--- config.mk ---
export PLATFORM = sky130hd
export DESIGN_NAME = timer_table_scheduler_core_flat
export DESIGN_NICKNAME = d
export VERILOG_FILES = /design/src/rtl/tts_pkg.sv /design/src/rtl/tts_if.sv /design/src/rtl/timer_table_scheduler_core.sv /design/src/flat_wrapper.sv
export SDC_FILE = /design/constraint.sdc
export NUM_CORES = 2
export LEC_CHECK = 0
export BUFFER_PORTS_ARGS = -buffer_cell sky130_fd_sc_hd__buf_2
export CAP_MARGIN = 30
export CORE_MARGIN = 2
export CORE_UTILIZATION = 62
export CTS_CLUSTER_SIZE = 14
export DETAILED_ROUTE_END_ITERATION = 7
export GPL_TIMING_DRIVEN = 0
export PLACE_DENSITY_LB_ADDON = 0.12
export RECOVER_POWER = 100
export SYNTH_ARGS = -nofsm -noshare
export SYNTH_HDL_FRONTEND = slang
export SYNTH_SLANG_ARGS = --single-unit
--- constraint.sdc ---
create_clock -name clk -period 20.2 [get_ports clk]
set_input_delay 4.04 -clock clk [delete_from_list [all_inputs] [get_ports clk]]
set_output_delay 4.04 -clock clk [all_outputs]
set_load 0.1 [all_outputs]
--- src/rtl/tts_pkg.sv ---
package tts_pkg;

  localparam int SLOTS_DEF = 16;
  localparam int MAX_RES = 16;
  localparam int TIME_W = 48;

  localparam logic [1:0] MODE_TICK = 2'd0;
  localparam logic [1:0] MODE_ADD_ONE = 2'd1;
  localparam logic [1:0] MODE_ADD_PER = 2'd2;
  localparam logic [1:0] MODE_CANCEL = 2'd3;

  localparam logic [1:0] KIND_ADDED = 2'd0;
  localparam logic [1:0] KIND_CANCELLED = 2'd1;
  localparam logic [1:0] KIND_FIRED = 2'd2;
  localparam logic [1:0] KIND_REJECT = 2'd3;

  typedef struct packed {
    logic [1:0]  mode;
    logic [7:0]  owner_id;
    logic [15:0] timer_id;
    logic [31:0] delay_ms;
  } in_word_t;

  typedef struct packed {
    logic [1:0]  kind;
    logic [15:0] result_id;
    logic [7:0]  result_owner;
    logic        last;
  } out_word_t;

endpackage

--- src/rtl/tts_if.sv ---
interface tts_in_if;
  logic valid;
  logic ready;
  tts_pkg::in_word_t data;
  modport source (output valid, output data, input ready);
  modport sink (input valid, input data, output ready);
endinterface

interface tts_out_if;
  logic valid;
  logic ready;
  tts_pkg::out_word_t data;
  modport source (output valid, output data, input ready);
  modport sink (input valid, input data, output ready);
endinterface

interface tts_cfg_if;
  logic valid;
  logic ready;
  logic data;
  modport source (output valid, output data, input ready);
  modport sink (input valid, input data, output ready);
endinterface

--- src/rtl/timer_table_scheduler_core.sv ---
// Timer table scheduler.
// in: one word per command (tick, add one-shot, add periodic, cancel).
// out: result words; the final word of a command carries last.
// cfg: one-bit enable, to be written only while the block is idle; the block leaves this rule to the user.
// A command is taken only in the idle state. It walks the slot table one slot
// per cycle; a single shared adder forms the due times for adds and reloads:
//   add/cancel: one scan of the table, the act state, then the output handoff.
//   tick: a scan, then for each fired timer a rescan that tells whether
//   another one is due before its word goes out; at most MAX_RES timers
//   fire per tick, each with its output handoff; a quiet tick ends after
//   its scan with no result word.
// Each result sits in one output register; while the receiver stalls the
// sequencer waits, nothing is dropped. Reset clears time, stamps, enable
// and all slot valid bits at once, sets the id counter to 1; no clearing pass.
module timer_table_scheduler_core #(
  parameter int SLOTS = tts_pkg::SLOTS_DEF
) (
  input logic clk,
  input logic rst,
  tts_in_if.sink in,
  tts_out_if.source out,
  tts_cfg_if.sink cfg
);
  import tts_pkg::*;

  localparam int IW = (SLOTS > 1) ? $clog2(SLOTS) : 1;
  localparam int CW = $clog2(SLOTS + 1);

  typedef enum logic [2:0] {S_IDLE, S_SCAN, S_ACT, S_OUT} state_t;

  state_t state;
  logic enable;
  logic [TIME_W-1:0] now_time;
  logic [15:0] next_id;
  logic [31:0] insert_stamp;
  logic [SLOTS-1:0] slot_valid;
  logic [15:0] slot_ident [SLOTS];
  logic [7:0] slot_owner [SLOTS];
  logic [TIME_W-1:0] slot_due [SLOTS];
  logic [31:0] slot_period [SLOTS];
  logic slot_repeat [SLOTS];
  logic [31:0] slot_order [SLOTS];

  in_word_t cmd;
  logic [CW-1:0] idx;
  logic [IW-1:0] cur;
  logic found;
  logic [IW-1:0] best;
  logic [TIME_W-1:0] best_due;
  logic [31:0] best_age;
  logic [4:0] nfired;
  out_word_t res;
  logic res_done;
  logic held;

  logic [31:0] age;
  logic due_ok;
  logic better;
  logic [TIME_W-1:0] add_base;
  logic [31:0] add_off;
  logic [TIME_W-1:0] add_sum;

  assign cur = idx[IW-1:0];
  assign age = insert_stamp - slot_order[cur];
  assign due_ok = slot_valid[cur] && (slot_due[cur] <= now_time);
  assign better = !found || (slot_due[cur] < best_due) ||
                  ((slot_due[cur] == best_due) && (age > best_age));
  assign add_base = now_time;
  assign add_off = (cmd.mode == MODE_TICK) ? slot_period[best] : cmd.delay_ms;
  assign add_sum = add_base + {{(TIME_W-32){1'b0}}, add_off};

  assign in.ready = (state == S_IDLE);
  assign cfg.ready = 1'b1;
  assign out.valid = (state == S_OUT);
  assign out.data = res;

  always_ff @(posedge clk) begin
    if (rst) begin
      state <= S_IDLE;
      enable <= 1'b0;
      now_time <= '0;
      next_id <= 16'd1;
      insert_stamp <= '0;
      slot_valid <= '0;
      found <= 1'b0;
      idx <= '0;
      nfired <= '0;
      res_done <= 1'b0;
      held <= 1'b0;
    end else begin
      if (cfg.valid) enable <= cfg.data;
      unique case (state)
        S_IDLE: begin
          if (in.valid) begin
            cmd <= in.data;
            idx <= '0;
            found <= 1'b0;
            nfired <= '0;
            held <= 1'b0;
            if (in.data.mode == MODE_TICK) now_time <= now_time + 1'b1;
            state <= S_SCAN;
          end
        end
        S_SCAN: begin
          if (idx == CW'(SLOTS)) begin
            state <= S_ACT;
          end else begin
            case (cmd.mode)
              MODE_TICK: begin
                if (enable && due_ok && better) begin
                  found <= 1'b1;
                  best <= cur;
                  best_due <= slot_due[cur];
                  best_age <= age;
                end
              end
              MODE_CANCEL: begin
                if (!found && slot_valid[cur] && slot_ident[cur] == cmd.timer_id &&
                    slot_owner[cur] == cmd.owner_id) begin
                  found <= 1'b1;
                  best <= cur;
                end
              end
              default: begin
                if (!found && !slot_valid[cur]) begin
                  found <= 1'b1;
                  best <= cur;
                end
              end
            endcase
            idx <= idx + 1'b1;
          end
        end
        S_ACT: begin
          case (cmd.mode)
            MODE_TICK: begin
              if (held) begin
                // rescan done: the held word is last when nothing else is due
                held <= 1'b0;
                res.last <= !found;
                res_done <= !found;
                state <= S_OUT;
              end else if (!found) begin
                state <= S_IDLE;
              end else begin
                res.kind <= KIND_FIRED;
                res.result_id <= slot_ident[best];
                res.result_owner <= slot_owner[best];
                nfired <= nfired + 1'b1;
                if (slot_repeat[best]) begin
                  slot_due[best] <= add_sum;
                  slot_order[best] <= insert_stamp;
                  insert_stamp <= insert_stamp + 1'b1;
                end else begin
                  slot_valid[best] <= 1'b0;
                end
                if (nfired == 5'(MAX_RES - 1)) begin
                  res.last <= 1'b1;
                  res_done <= 1'b1;
                  state <= S_OUT;
                end else begin
                  held <= 1'b1;
                  idx <= '0;
                  found <= 1'b0;
                  state <= S_SCAN;
                end
              end
            end
            MODE_CANCEL: begin
              res.result_owner <= cmd.owner_id;
              res.last <= 1'b1;
              res_done <= 1'b1;
              state <= S_OUT;
              if (found && cmd.timer_id != '0) begin
                slot_valid[best] <= 1'b0;
                res.kind <= KIND_CANCELLED;
                res.result_id <= cmd.timer_id;
              end else begin
                res.kind <= KIND_REJECT;
                res.result_id <= '0;
              end
            end
            default: begin
              res.result_owner <= cmd.owner_id;
              res.last <= 1'b1;
              res_done <= 1'b1;
              state <= S_OUT;
              if (found && !(cmd.mode == MODE_ADD_PER && cmd.delay_ms == '0)) begin
                slot_valid[best] <= 1'b1;
                slot_ident[best] <= next_id;
                slot_owner[best] <= cmd.owner_id;
                slot_due[best] <= add_sum;
                slot_period[best] <= cmd.delay_ms;
                slot_repeat[best] <= (cmd.mode == MODE_ADD_PER);
                slot_order[best] <= insert_stamp;
                insert_stamp <= insert_stamp + 1'b1;
                next_id <= (next_id == 16'hFFFF) ? 16'd1 : next_id + 1'b1;
                res.kind <= KIND_ADDED;
                res.result_id <= next_id;
              end else begin
                res.kind <= KIND_REJECT;
                res.result_id <= '0;
              end
            end
          endcase
        end
        S_OUT: begin
          if (out.ready) begin
            if (res_done) begin
              state <= S_IDLE;
            end else begin
              // next due timer is already selected by the rescan
              state <= S_ACT;
            end
          end
        end
        default: state <= S_IDLE;
      endcase
    end
  end

endmodule
--- src/flat_wrapper.sv ---
// flat-port wrapper written by rule: the top's interface ports become plain ports
module timer_table_scheduler_core_flat import tts_pkg::*;
#(
  parameter int SLOTS = tts_pkg::SLOTS_DEF
)
  (clk, rst, in_valid, in_data, in_ready, out_valid, out_data, out_ready, cfg_valid, cfg_data, cfg_ready);
  tts_in_if in_i ();
  tts_out_if out_i ();
  tts_cfg_if cfg_i ();
  input logic clk;
  input logic rst;
  input wire logic [$bits(in_i.valid)-1:0] in_valid;
  input wire logic [$bits(in_i.data)-1:0] in_data;
  output wire logic [$bits(in_i.ready)-1:0] in_ready;
  output wire logic [$bits(out_i.valid)-1:0] out_valid;
  output wire logic [$bits(out_i.data)-1:0] out_data;
  input wire logic [$bits(out_i.ready)-1:0] out_ready;
  input wire logic [$bits(cfg_i.valid)-1:0] cfg_valid;
  input wire logic [$bits(cfg_i.data)-1:0] cfg_data;
  output wire logic [$bits(cfg_i.ready)-1:0] cfg_ready;
  assign in_i.valid = in_valid;
  assign in_i.data = in_data;
  assign in_ready = in_i.ready;
  assign out_valid = out_i.valid;
  assign out_data = out_i.data;
  assign out_i.ready = out_ready;
  assign cfg_i.valid = cfg_valid;
  assign cfg_i.data = cfg_data;
  assign cfg_ready = cfg_i.ready;
  timer_table_scheduler_core #(.SLOTS(SLOTS)) u_core (.clk(clk), .rst(rst), .in(in_i), .out(out_i), .cfg(cfg_i));
endmodule
# [Yosys cells after proc, flatten, opt, wreduce, memory -nomap -nowiden]
# Memory sizes are Yosys's and may differ from the RTL's. A register that Yosys moved wholly into a read port is not among the register bits.
# Index checks and enable logic that the tools add are counted.
[totals] out_inout_bits=30 regBits=298 mem_count=6 ramBits=2192 in_bits=64 elab_cells=217
[mem_list] name="u_core.slot_due" depth=16 width=48 read_ports=1 rd_clocked_by_memory_dff=1 write_ports=1 line="timer_table_scheduler_core.sv:39" rtl="logic [TIME_W-1:0] slot_due [SLOTS];"
[mem_list] name="u_core.slot_order" depth=16 width=32 read_ports=1 rd_clocked_by_memory_dff=1 write_ports=1 line="timer_table_scheduler_core.sv:42" rtl="logic [31:0] slot_order [SLOTS];"
[mem_list] name="u_core.slot_period" depth=16 width=32 read_ports=1 rd_clocked_by_memory_dff=1 write_ports=1 line="timer_table_scheduler_core.sv:40" rtl="logic [31:0] slot_period [SLOTS];"
[mem_list] name="u_core.slot_ident" depth=16 width=16 read_ports=2 rd_clocked_by_memory_dff=2 write_ports=1 line="timer_table_scheduler_core.sv:37" rtl="logic [15:0] slot_ident [SLOTS];"
[mem_list] name="u_core.slot_owner" depth=16 width=8 read_ports=2 rd_clocked_by_memory_dff=2 write_ports=1 line="timer_table_scheduler_core.sv:38" rtl="logic [7:0] slot_owner [SLOTS];"
[mem_list] name="u_core.slot_repeat" depth=16 width=1 read_ports=1 rd_clocked_by_memory_dff=1 write_ports=1 line="timer_table_scheduler_core.sv:41" rtl="logic slot_repeat [SLOTS];"
[op_classes] bitwise=9 n_mux=93 addsub=7 n_reduce_logical=43 n_eq_ne=31 order_cmp=6
[op_table] op="2-to-1 mux 32 bit" n=6
[op_table] op="2-to-1 mux 16 bit" n=6
[op_table] op="one-hot mux 32 bit (2 select lines)" n=1
[op_table] op="2-to-1 mux 4 bit" n=15
[op_table] op="one-hot mux 27 bit (2 select lines)" n=1
[op_table] op="adder 48 x 1 -> 48 bit (second input constant)" n=1
[op_table] op="adder 48 x 32 -> 48 bit" n=1
[op_table] op="== test 48 bit" n=1
[op_table] op="less-or-equal comparator 48 bit" n=1
[op_table] op="< comparator 48 bit" n=1
[op_table] op="2-to-1 mux 48 bit" n=1
[op_table] op="2-to-1 mux 5 bit" n=9
[op_table] op="2-to-1 mux 18 bit" n=2
[op_table] op="adder 32 x 1 -> 32 bit (second input constant)" n=1
[op_table] op="> comparator 32 bit" n=1
[op_table] op="logical NOT 32 bit" n=1
[op_table] op="2-to-1 mux 1 bit" n=32
[op_table] op="one-hot mux 16 bit (2 select lines)" n=1
[op_table] op="subtractor 32 bit" n=1
[op_table] op="2-to-1 mux 27 bit" n=1
[op_table] op="2-to-1 mux 26 bit" n=1
[op_table] op="AND reduction 3 bit" n=6
[op_table] op="AND reduction 6 bit" n=3
[op_table] op="adder 16 x 1 -> 16 bit (second input constant)" n=1
[op_table] op="45 further kinds" n=94

# [Depth between registers and ports, before layout]
[depth] depth_word=10 depth_mapped=31 ltp_nobuf=25

# [Worst setup path before layout]
# OpenSTA, ideal clock, no wires.
[synth_path] path_type="reg-to-reg" from="reg with a tool-made name" to="reg u_core.best_age[0] (enable)" path_slack_ns=7.183 required_ns=19.567 path_buffers=6 arrival_ns=12.384 stages_incl_launch_ff=29 period_less_slack_ns=13.017 setup_time_ns=0.633 path_cell_list="dfxtp_1 -> buf_2 -> buf_4 -> buf_4 -> buf_2 -> buf_2 -> buf_1 -> mux4_2 -> mux4_2 -> ha_1 -> nor2b_1 -> o31a_1 -> o21ai_0 -> a2111oi_0 -> and4bb_2 -> o21ai_0 -> o311ai_0 -> or2_2 -> a311oi_1 -> xnor2_1 -> ha_1 -> nand4_1 -> nor2b_1 -> a41o_1 -> o31a_1 -> nor2_1 -> o31a_1 -> o22a_1 -> nor3b_1"
[synth_lines] item="end signal, assigned" line="timer_table_scheduler_core.sv:114" rtl="best_age <= age;"
[synth_lines] item="end, declared" line="timer_table_scheduler_core.sv:50" rtl="logic [31:0] best_age;"

==> impl_results.md <==
* PwrDens at 109 nW/um^2
* Post-DP HPWL at 179 mm
* Period utilization at 69.8%
* Main synth FF type: edfxtp_1
* Grt ovf at 0
* Setup bufs post-CTS at 0
* Cells after Synth at 5,269
* Placed Area at 112,000 um^2
* Clock Latency Late Sink at 880 ps
* Setup Skew at 36.8 ps
* Post-synthesis register bit count at 2,497
* FP Rows at 150
* DRT Pass-1 Iters at 7
* Crit path max fanout at 12
* Die H at 414 um
* Post-route cell area at 117,000 um^2
* Setup-failing EPs final at 0
* CTS sink count at 2,497
* Top-count cell post-synth: edfxtp_1
* Ranking of synthesized cells by area: edfxtp_1, mux4_2, dfxtp_1, ha_1, xnor2_1
* Lkg Pwr at 38.0 nW
* Post-CTS Resized at 0
* Critical path's slowest cell: clkbuf_1
* Final ANT Viol Nets at 0
* Crit. End Element: register
* Failing checks: max-capacitance violations, max-slew violations
* CP max stage delay at 1000 ps
* Starting Density at 62.4%
* CTS buffer count at 238
* Sequential area share after synthesis at 70.8%
* Initial antenna violation count at 5
* Min cycle time layout at 14,090 ps
* TritonCTS clock tree: built
* Num ports at 94
* Final cell count without fillers at 8,255
* Startpoint Class: register
* Fraction of registers with async set/reset at 0%
* Fmax at 71.0 MHz
* CP top delay family: buffers and inverters
* Max Cap Viol at 97
* Final Hold Viols at 0
* RSZ-0062 raised after global routing: no
* DIE AREA at 171,000 um^2
* Area fraction of the dominant cell type after synthesis at 68.1%
* Worst slew margin at -77.6%
* Drt total wl at 269 mm
* First-pass GRT wire length at 387 mm
* CTS Hold Bufs at 0
* Cell variety after synth at 78
* Share of layout cells above drive strength 1 at 22.1%
* Final setup margin at 6110 ps
* Post-synth EDFFs at 2,361
* Crit path buf inv count at 10
* Worst Hold Class: reg2reg
* Syn Std Cell Area at 104,000 um^2
* Syn Nets at 5,540
* Status: finished, violations left
* Synth-to-Final Area Change at 12.4%
* Placement Setup Slack at 8440 ps
* DP Cell Count at 7,793
* CTS H-tree lvls at 4
* Total core area at 167,000 um^2
* DR vias/cell at 6.72
* DRC at 0
* CP Data Required Time at 20,690 ps
* Leading area contributor after synthesis: edfxtp_1
* WL/cell at 32.5 um
* Hold slack at 473 ps
* Peak supply drop at 0.115 mV
* Clock Tree Buf Depth at 3
* Vias at 55,445
* Commonest cells in the netlist: edfxtp_1, mux4_2, nor2_1, ha_1, inv_1
* All-Layer GR Usage at 32.0%
* Final slew viol count at 1,758
* Critical path class: reg2reg
* TNS Setup at 0 ps
* CTS root buffer: clkbuf_16
* Reg clk slew, reported paths at 70 ps
* Routability cong. at 0.877
* Tightest Pin Transition at 2650 ps
* Synthesized area per cell at 19.7 um^2
* Starting DRT DRC Count at 7,530
* Vias in the first global route at 55,603
* Crit path DAT at 14,580 ps
* Yosys warns at 0
* IO buf count at 92
* Pin count of the biggest net entering global routing at 26
* Nets@finish at 6,110
* Die X at 414 um
* Most used cell, CP: clkbuf_1
-- cells in the final DEF (no fill, tap or decap), types with 59 or more instances in the layout --
master / n
nand3_1: 83
inv_1: 201
o21ai_0: 59
nor2_1: 219
a21oi_1: 122
mux2i_1: 84
mux4_2: 773
buf_2: 72
clkbuf_1: 407
xnor2_1: 118
nand2_1: 137
ha_1: 205
xor2_1: 69
dfxtp_1: 136
edfxtp_1: 2361
clkbuf_16: 245
-- worst register-to-register path: cells and delay by family, from the launching register on --
family	cells	cell delay [ps]
xor gates and xnor gates	1	250
adders and majority gates	3	960
DFF	1	310
muxes	2	960
buffers and inverters	10	6780
and+or+nand+nor	5	880
AOI/OAI and AO/OA	12	3550
-- through the flow --
stage | power (mW) | utilization (%)
after floorplan | 7.51 | -
after global placement | 8.15 | 64.3
after detailed placement | 8.33 | 66.9
after CTS | 12.8 | 71.7
after global routing | 13.2 | 70.1
final | 12.8 | 70.1
-- final timing paths --
check | cells past startpoint | to | slack [ps] | start
worst min register to register | 0 | u_core.best[0] | 470 | u_core.idx[0]
worst min-delay path | 0 | u_core.best[0] | 470 | u_core.idx[0]
worst max register to register | 33 | u_core.best_due[27] | 6110 | register
worst max-delay path | 33 | u_core.best_due[27] | 6110 | register
-- state kept, by name, summed over array words and instances (netlist names), 4 cells and up, named ones only --
name and count:
u_core.slot_due 768, u_core.next_id 16, u_core.add_base 48, u_core.slot_owner 128, u_core.out.data 27, u_core.nfired 5
u_core.idx 5, u_core.best_age 32, u_core.cmd 58, u_core.slot_order 512, u_core.best 4, u_core.best_due 48
u_core.insert_stamp 32, u_core.slot_ident 256, u_core.slot_repeat 16, u_core.slot_period 512
-- routing by layer --
layer	global-route usage, %	share of wire (%)
met1	45.7	39
met2	51.4	49
met3	5.52	9.3
met4	9.59	3.1
met5	0	0.0074
-- cell type report --
class | count | area [um^2]
Timing Repair Buffer | 330 | 2110
Tap cell | 2204 | 2760
Antenna cell | 2 | 5.00
Clock buffer | 306 | 6480
Buffer | 225 | 908
Fill cell | 10165 | 49900
Inverter | 204 | 766
Clock inverter | 144 | 1520
Sequential cell | 2497 | 73600
Multi-Input combinational cell | 2343 | 28700
-- cell families (layout without fill, tap and decap cells) --
group,after synthesis,count (layout),share of synthesized area (%)
other,1,3,0.00360
XOR/XNOR,187,187,1.57
buffers and inverters,429,1209,1.62
AND/OR/NAND/NOR,671,671,3.11
flip-flops,2497,2497,70.8
multiplexers,908,908,18.1
adder cells (fa/ha/maj),207,207,2.50
AO/OA/AOI/OAI,369,369,2.29
-- power breakdown --
part / leakage (nW) / switching [mW] / internal (mW)
registers: 22.6 / 0.0570 / 5.75
logic: 11.5 / 1.29 / 1.12
clock network: 3.89 / 1.94 / 2.62
total: 38.0 / 3.29 / 9.48
No activity file was read; power rests on OpenSTA's default activity.
